==> src/sv/sis_pkg.sv <==
// package: shared constants, word types and control structs of the insertion sorter
`default_nettype none

package sis_pkg;

    // number of cells in the chain
    localparam int unsigned CAPACITY   = 64;
    // element width
    localparam int unsigned DATA_WIDTH = 32;

    // input word
    typedef struct packed {
        logic signed [DATA_WIDTH-1:0] value;
        logic                         last;
    } sis_item_t;

    // output word
    typedef struct packed {
        logic signed [DATA_WIDTH-1:0] value_res;
        logic                         last_res;
        logic                         overflow;
    } sis_result_t;

    // what one cell shows its neighbors
    typedef struct packed {
        logic                         valid;
        logic                         keep;
        logic signed [DATA_WIDTH-1:0] value;
    } sis_link_t;

    // chain-wide commands
    typedef struct packed {
        logic insert;
        logic shift;
    } sis_ctrl_t;

    // sequencer states
    typedef enum logic {
        ST_FILL,
        ST_DRAIN
    } sis_state_t;

endpackage

`default_nettype wire

==> src/sv/sis_cell.sv <==
// one cell of the sorting chain: holds a single element and its valid bit
`default_nettype none

module sis_cell
    import sis_pkg::*;
(
    input  wire logic                         clk,
    input  wire logic                         rst_n,
    input  wire sis_ctrl_t                    ctrl,
    input  wire logic signed [DATA_WIDTH-1:0] new_value,
    input  wire sis_link_t                    left,
    input  wire sis_link_t                    right,
    output      sis_link_t                    link
);

    logic                         valid_reg;
    logic                         valid_next;
    logic signed [DATA_WIDTH-1:0] value_reg;
    logic signed [DATA_WIDTH-1:0] value_next;
    logic                         keep;

    // stay put when holding a value not greater than the new one (keeps equals ahead)
    assign keep = valid_reg && (value_reg <= new_value);

    // next contents: take new value, take left neighbor, or take right neighbor on drain
    always_comb
    begin
        valid_next = valid_reg;
        value_next = value_reg;
        if (ctrl.insert && !keep)
        begin
            if (left.keep)
            begin
                valid_next = 1'b1;
                value_next = new_value;
            end
            else
            begin
                valid_next = left.valid;
                value_next = left.value;
            end
        end
        else if (ctrl.shift)
        begin
            valid_next = right.valid;
            value_next = right.value;
        end
    end

    // valid bit
    always_ff @(posedge clk or negedge rst_n)
    begin
        if (!rst_n)
        begin
            valid_reg <= 1'b0;
        end
        else
        begin
            valid_reg <= valid_next;
        end
    end

    // element storage
    always_ff @(posedge clk)
    begin
        value_reg <= value_next;
    end

    assign link.valid = valid_reg;
    assign link.keep  = keep;
    assign link.value = value_reg;

endmodule

`default_nettype wire

==> config.mk <==
export PLATFORM = sky130hd
export DESIGN_NAME = sis_cell
export DESIGN_NICKNAME = d
export VERILOG_FILES = /design/src/sv/sis_pkg.sv /design/src/sv/sis_cell.sv
export SDC_FILE = /design/constraint.sdc
export NUM_CORES = 1
export LEC_CHECK = 0
export BUFFER_PORTS_ARGS = -buffer_cell sky130_fd_sc_hd__clkbuf_2
export CAP_MARGIN = 20
export CORE_ASPECT_RATIO = 1.75
export CORE_MARGIN = 2
export CORE_UTILIZATION = 42
export DETAILED_ROUTE_END_ITERATION = 12
export PLACE_DENSITY = 0.77
export SYNTH_ARGS = -nofsm -noshare
export SYNTH_HDL_FRONTEND = slang
export SYNTH_SLANG_ARGS = --single-unit
==> constraint.sdc <==
create_clock -name clk -period 3 [get_ports clk]
set_clock_uncertainty 0.1 [all_clocks]
set_input_delay 0.6 -clock clk [delete_from_list [all_inputs] [get_ports clk]]
set_output_delay 0.6 -clock clk [all_outputs]
set_load 0.005 [all_outputs]
==> results.toml <==
[synthesis]
synth_cells = 233
netlist_top_cells_count = "sky130_fd_sc_hd__mux2_2, sky130_fd_sc_hd__inv_1, sky130_fd_sc_hd__edfxtp_1, sky130_fd_sc_hd__ha_1, sky130_fd_sc_hd__mux2_4"
synth.cell_area_sq_mm = 0.002790
synth-edff-count = 32
synth-warning-count = 0
ys_ff_latch = 33
post-synth-top-count-cell = "sky130_fd_sc_hd__mux2_2"
avgSynthCellArea_sq_um = 11.98
yosysTopAreaCell = "sky130_fd_sc_hd__edfxtp_1"
share_of_flip_flops_with_an_asynchronous_set_or_reset_after_synthesis = 0.03030
ys.flop_type = "sky130_fd_sc_hd__edfxtp_1"
area_share_of_the_largest_cell_type_after_synthesis = 0.3444
ys_top_cells_by_area = "sky130_fd_sc_hd__edfxtp_1, sky130_fd_sc_hd__mux2_4, sky130_fd_sc_hd__mux2_2"
post_synth_num_cell_types = 31
yosysSeqAreaShare = 0.3534
postSynthNetCount = 369

[routing]
detailroute.via_count = 2418
number_of_detailed_routing_iterations_run_before_antenna_repair = 4
route.final.wire_length_um = 7240
first_iter_violations = 76
drt_drc = 0
drtAntennaViolNets = 0
drt-vias-per-instance = 5.101
wl_per_cell_um = 15.27

[worst_setup_path]
cp.arrival_ps = 3070
criticalPathCategory = "reg -> reg"
worst_setup_path_start_kind = "flop"
timing.critical_path.to_type = "flop"
timing.rr.end = "value_reg[14]$_DFFE_PP_"
worstReg2RegStart = "value_reg[22]$_DFFE_PP_"
timing.reg2reg.worst_path_depth = 8
crit_fanout = 17
cp_data_required_time_ps = 2920
reg2reg_slack_ps = -140

[hold_path]
hold_depth = 3
min_path_type = "in -> reg"
hold_path.startpoint = "left[33]"
holdPathEnd = "valid_reg$_DFFE_PN0P_"

[power_and_ir_drop]
leakagePower_nw = 2.014
sequentialPowerShare = 0.303
p_per_area_mw_per_mm2 = 720.8
intPower_w = 0.001940
switching_power_w = 0.001001
p_comb_frac = 0.528
finalPower_w = 0.002941
clock_power_share = 0.169
power.ir.vdd_worst_uv = 408.2
sw_frac_of_total = 0.3404

[timing]
finalCriticalPeriod_ps = 3142
worst_slew_margin_rel = 0.6540
rsz0062_at_grt = "true"
final-setup-viol-count = 60
worst-slew-pin-transition_ps = 517.7
fmaxAchievable_mhz = 318.3
layout_worst_path_cycle_share = 1.047
timing_hold_violations_final = 0
drv_slew = 0
timing.final.ws_setup_ps = -142.1
fin_worst_hold_slack_ps = 509.3

[floorplanning]
chipHeight_um = 111.8
io_pins = 138
design.die.area_sq_mm = 0.007337
die-width_um = 65.61
floorplan.initialDensity = 0.4299
placementRows = 39
core-area_sq_mm = 0.006490

[clock_network]
clock_insertion_delay_at_the_later_pin_of_the_skew_report_ps = 280
ctsRootBufferMaster = "sky130_fd_sc_hd__clkbuf_16"
clkSlewWorstSetupHoldPaths_ps = 50
cts_max_level = 2
cts_tree = "done"
clock_net_sink_count = 33
max_buffers_root_to_sink = 2
cts-buffers-inserted = 5

[grt]
track_usage = 0.2008
number_of_antenna_violations_at_the_first_check_in_global_routing = 0
maximum_number_of_pins_on_one_net_before_global_route_repair = 33
first_pass_grt_wire_length_um = 11270
gr-total-overflow = 0
vias_in_the_first_global_route = 2593

[cells_and_area]
layout.filler_cells = 538
antennaDiodeCount = 0
final_layout_size_suffix_gt1_frac = 0.6658
layoutNonFillerInstCount = 474
area_delta_synth_final_pct = 46.23
largest_reg_flops = 32
postLayoutCoreUtil = 0.6287
design.final.nets = 527

[placed_design]
place.port_buffers = 136
dp_cell_count = 457
routability_congestion_estimate_from_global_placement = 0.7853
place_hpwl_um = 5791
dp_slack_ps = -361.5

[outcome]
failed_checks = "negative setup slack"
status = "finished with violations"

[run]
max_cap_viol_count = 0
-- cell usage in the layout (no fill, tap or decap), drive strengths merged --
master / instances
o32a: 1
clkbuf: 141
a2111o: 1
a2bb2oi: 1
o311ai: 1
nand4: 8
inv: 35
a221oi: 1
edfxtp: 32
o21ai: 5
clkinv: 2
buf: 22
o211ai: 2
or3: 1
nor2b: 1
mux2i: 2
nor3: 3
dlygate4sd3: 1
o311a: 1
a21oi: 16
nor2: 1
dfrtp: 1
a21boi: 1
nand2: 9
mux2: 64
or2: 3
or4: 1
nand3: 3
ha: 32
-- area by class of cell --
| cell class | count | area, sq um | area share |
|---|---|---|---|
| Multi-Input combinational cell | 158 | 1829 | 0.4483 |
| Sequential cell | 33 | 985.9 | 0.2416 |
| Timing Repair Buffer | 158 | 884.6 | 0.2168 |
| Inverter | 35 | 138.9 | 0.03404 |
| Clock buffer | 6 | 128.9 | 0.03159 |
| Tap cell | 82 | 102.6 | 0.02515 |
| Clock inverter | 2 | 10.01 | 0.002453 |
-- through the flow --
step / TNS (ps) / area (sq um)
6_report: -5294 / 4080
3_3_place_gp: -20090 / 3732
4_1_cts: -7125 / 3974
3_5_place_dp: -21630 / 3732
5_1_grt: -10020 / 4080
2_1_floorplan: -5606 / 2875
-- critical path: stages, from the launching register on --
cell	delay, ps
sky130_fd_sc_hd__edfxtp_1	440
sky130_fd_sc_hd__ha_4	300
sky130_fd_sc_hd__nand4_1	140
sky130_fd_sc_hd__or4_4	600
sky130_fd_sc_hd__o311a_1	400
sky130_fd_sc_hd__o21ai_1	150
sky130_fd_sc_hd__o311ai_4	220
sky130_fd_sc_hd__buf_12	230
sky130_fd_sc_hd__mux2_4	310
-- how the worst max path moves through the flow --
| stage | startpoint | end | slack, ps | depth (start not counted) |
|---|---|---|---|---|
| after floorplan | new_value[27] | value_reg[0]$_DFFE_PP_ | -150 | 9 |
| after global placement | new_value[27] | value_reg[3]$_DFFE_PP_ | -330 | 10 |
| after detailed placement | new_value[27] | value_reg[29]$_DFFE_PP_ | -360 | 10 |
| after CTS | new_value[7] | link[32] | -130 | 12 |
| after global routing | new_value[10] | link[32] | -280 | 12 |
| final | value_reg[22]$_DFFE_PP_ | value_reg[14]$_DFFE_PP_ | -140 | 8 |
-- logic make-up after synthesis --
group | count (synthesis) | share of synthesized area
buffers and inverters | 44 | 0.06995
AND/OR/NAND/NOR | 28 | 0.05515
multiplexers | 66 | 0.3031
flip-flops | 33 | 0.3534
AO/OA/AOI/OAI | 30 | 0.07489
adder cells (fa/ha/maj) | 32 | 0.1435
-- power by group through the flow --
stage	sequential, W	clock (W)	combinational [W]
floorplan	0.000884	0	0.000889
global placement	0.000874	0	0.00138
detailed placement	0.000889	0	0.00141
CTS	0.000885	0.000503	0.00150
global route	0.000913	0.000524	0.00170
finish	0.000891	0.000496	0.00155
-- timing repair --
action                                 4_1_cts  5_1_grt
cloned                                       1        2
setup buffers                                2        3
pin swaps                                    7        9
hold buffers                                 1        0
gates resized for setup                     15       12
setup endpoints to repair                   65       65
endpoints found under the hold margin        1        0
-- per-layer routing --
layer	track usage	share of wire	wire length, um	up-vias
met5	0	0	0	-
met1	0.1872	0.34	2444	1139
met3	0.03939	0.047	342	6
li1	-	-	-	1183
met4	0.06944	0.012	90	0
met2	0.4068	0.60	4362	90
No activity file was read; power rests on OpenSTA's default activity.
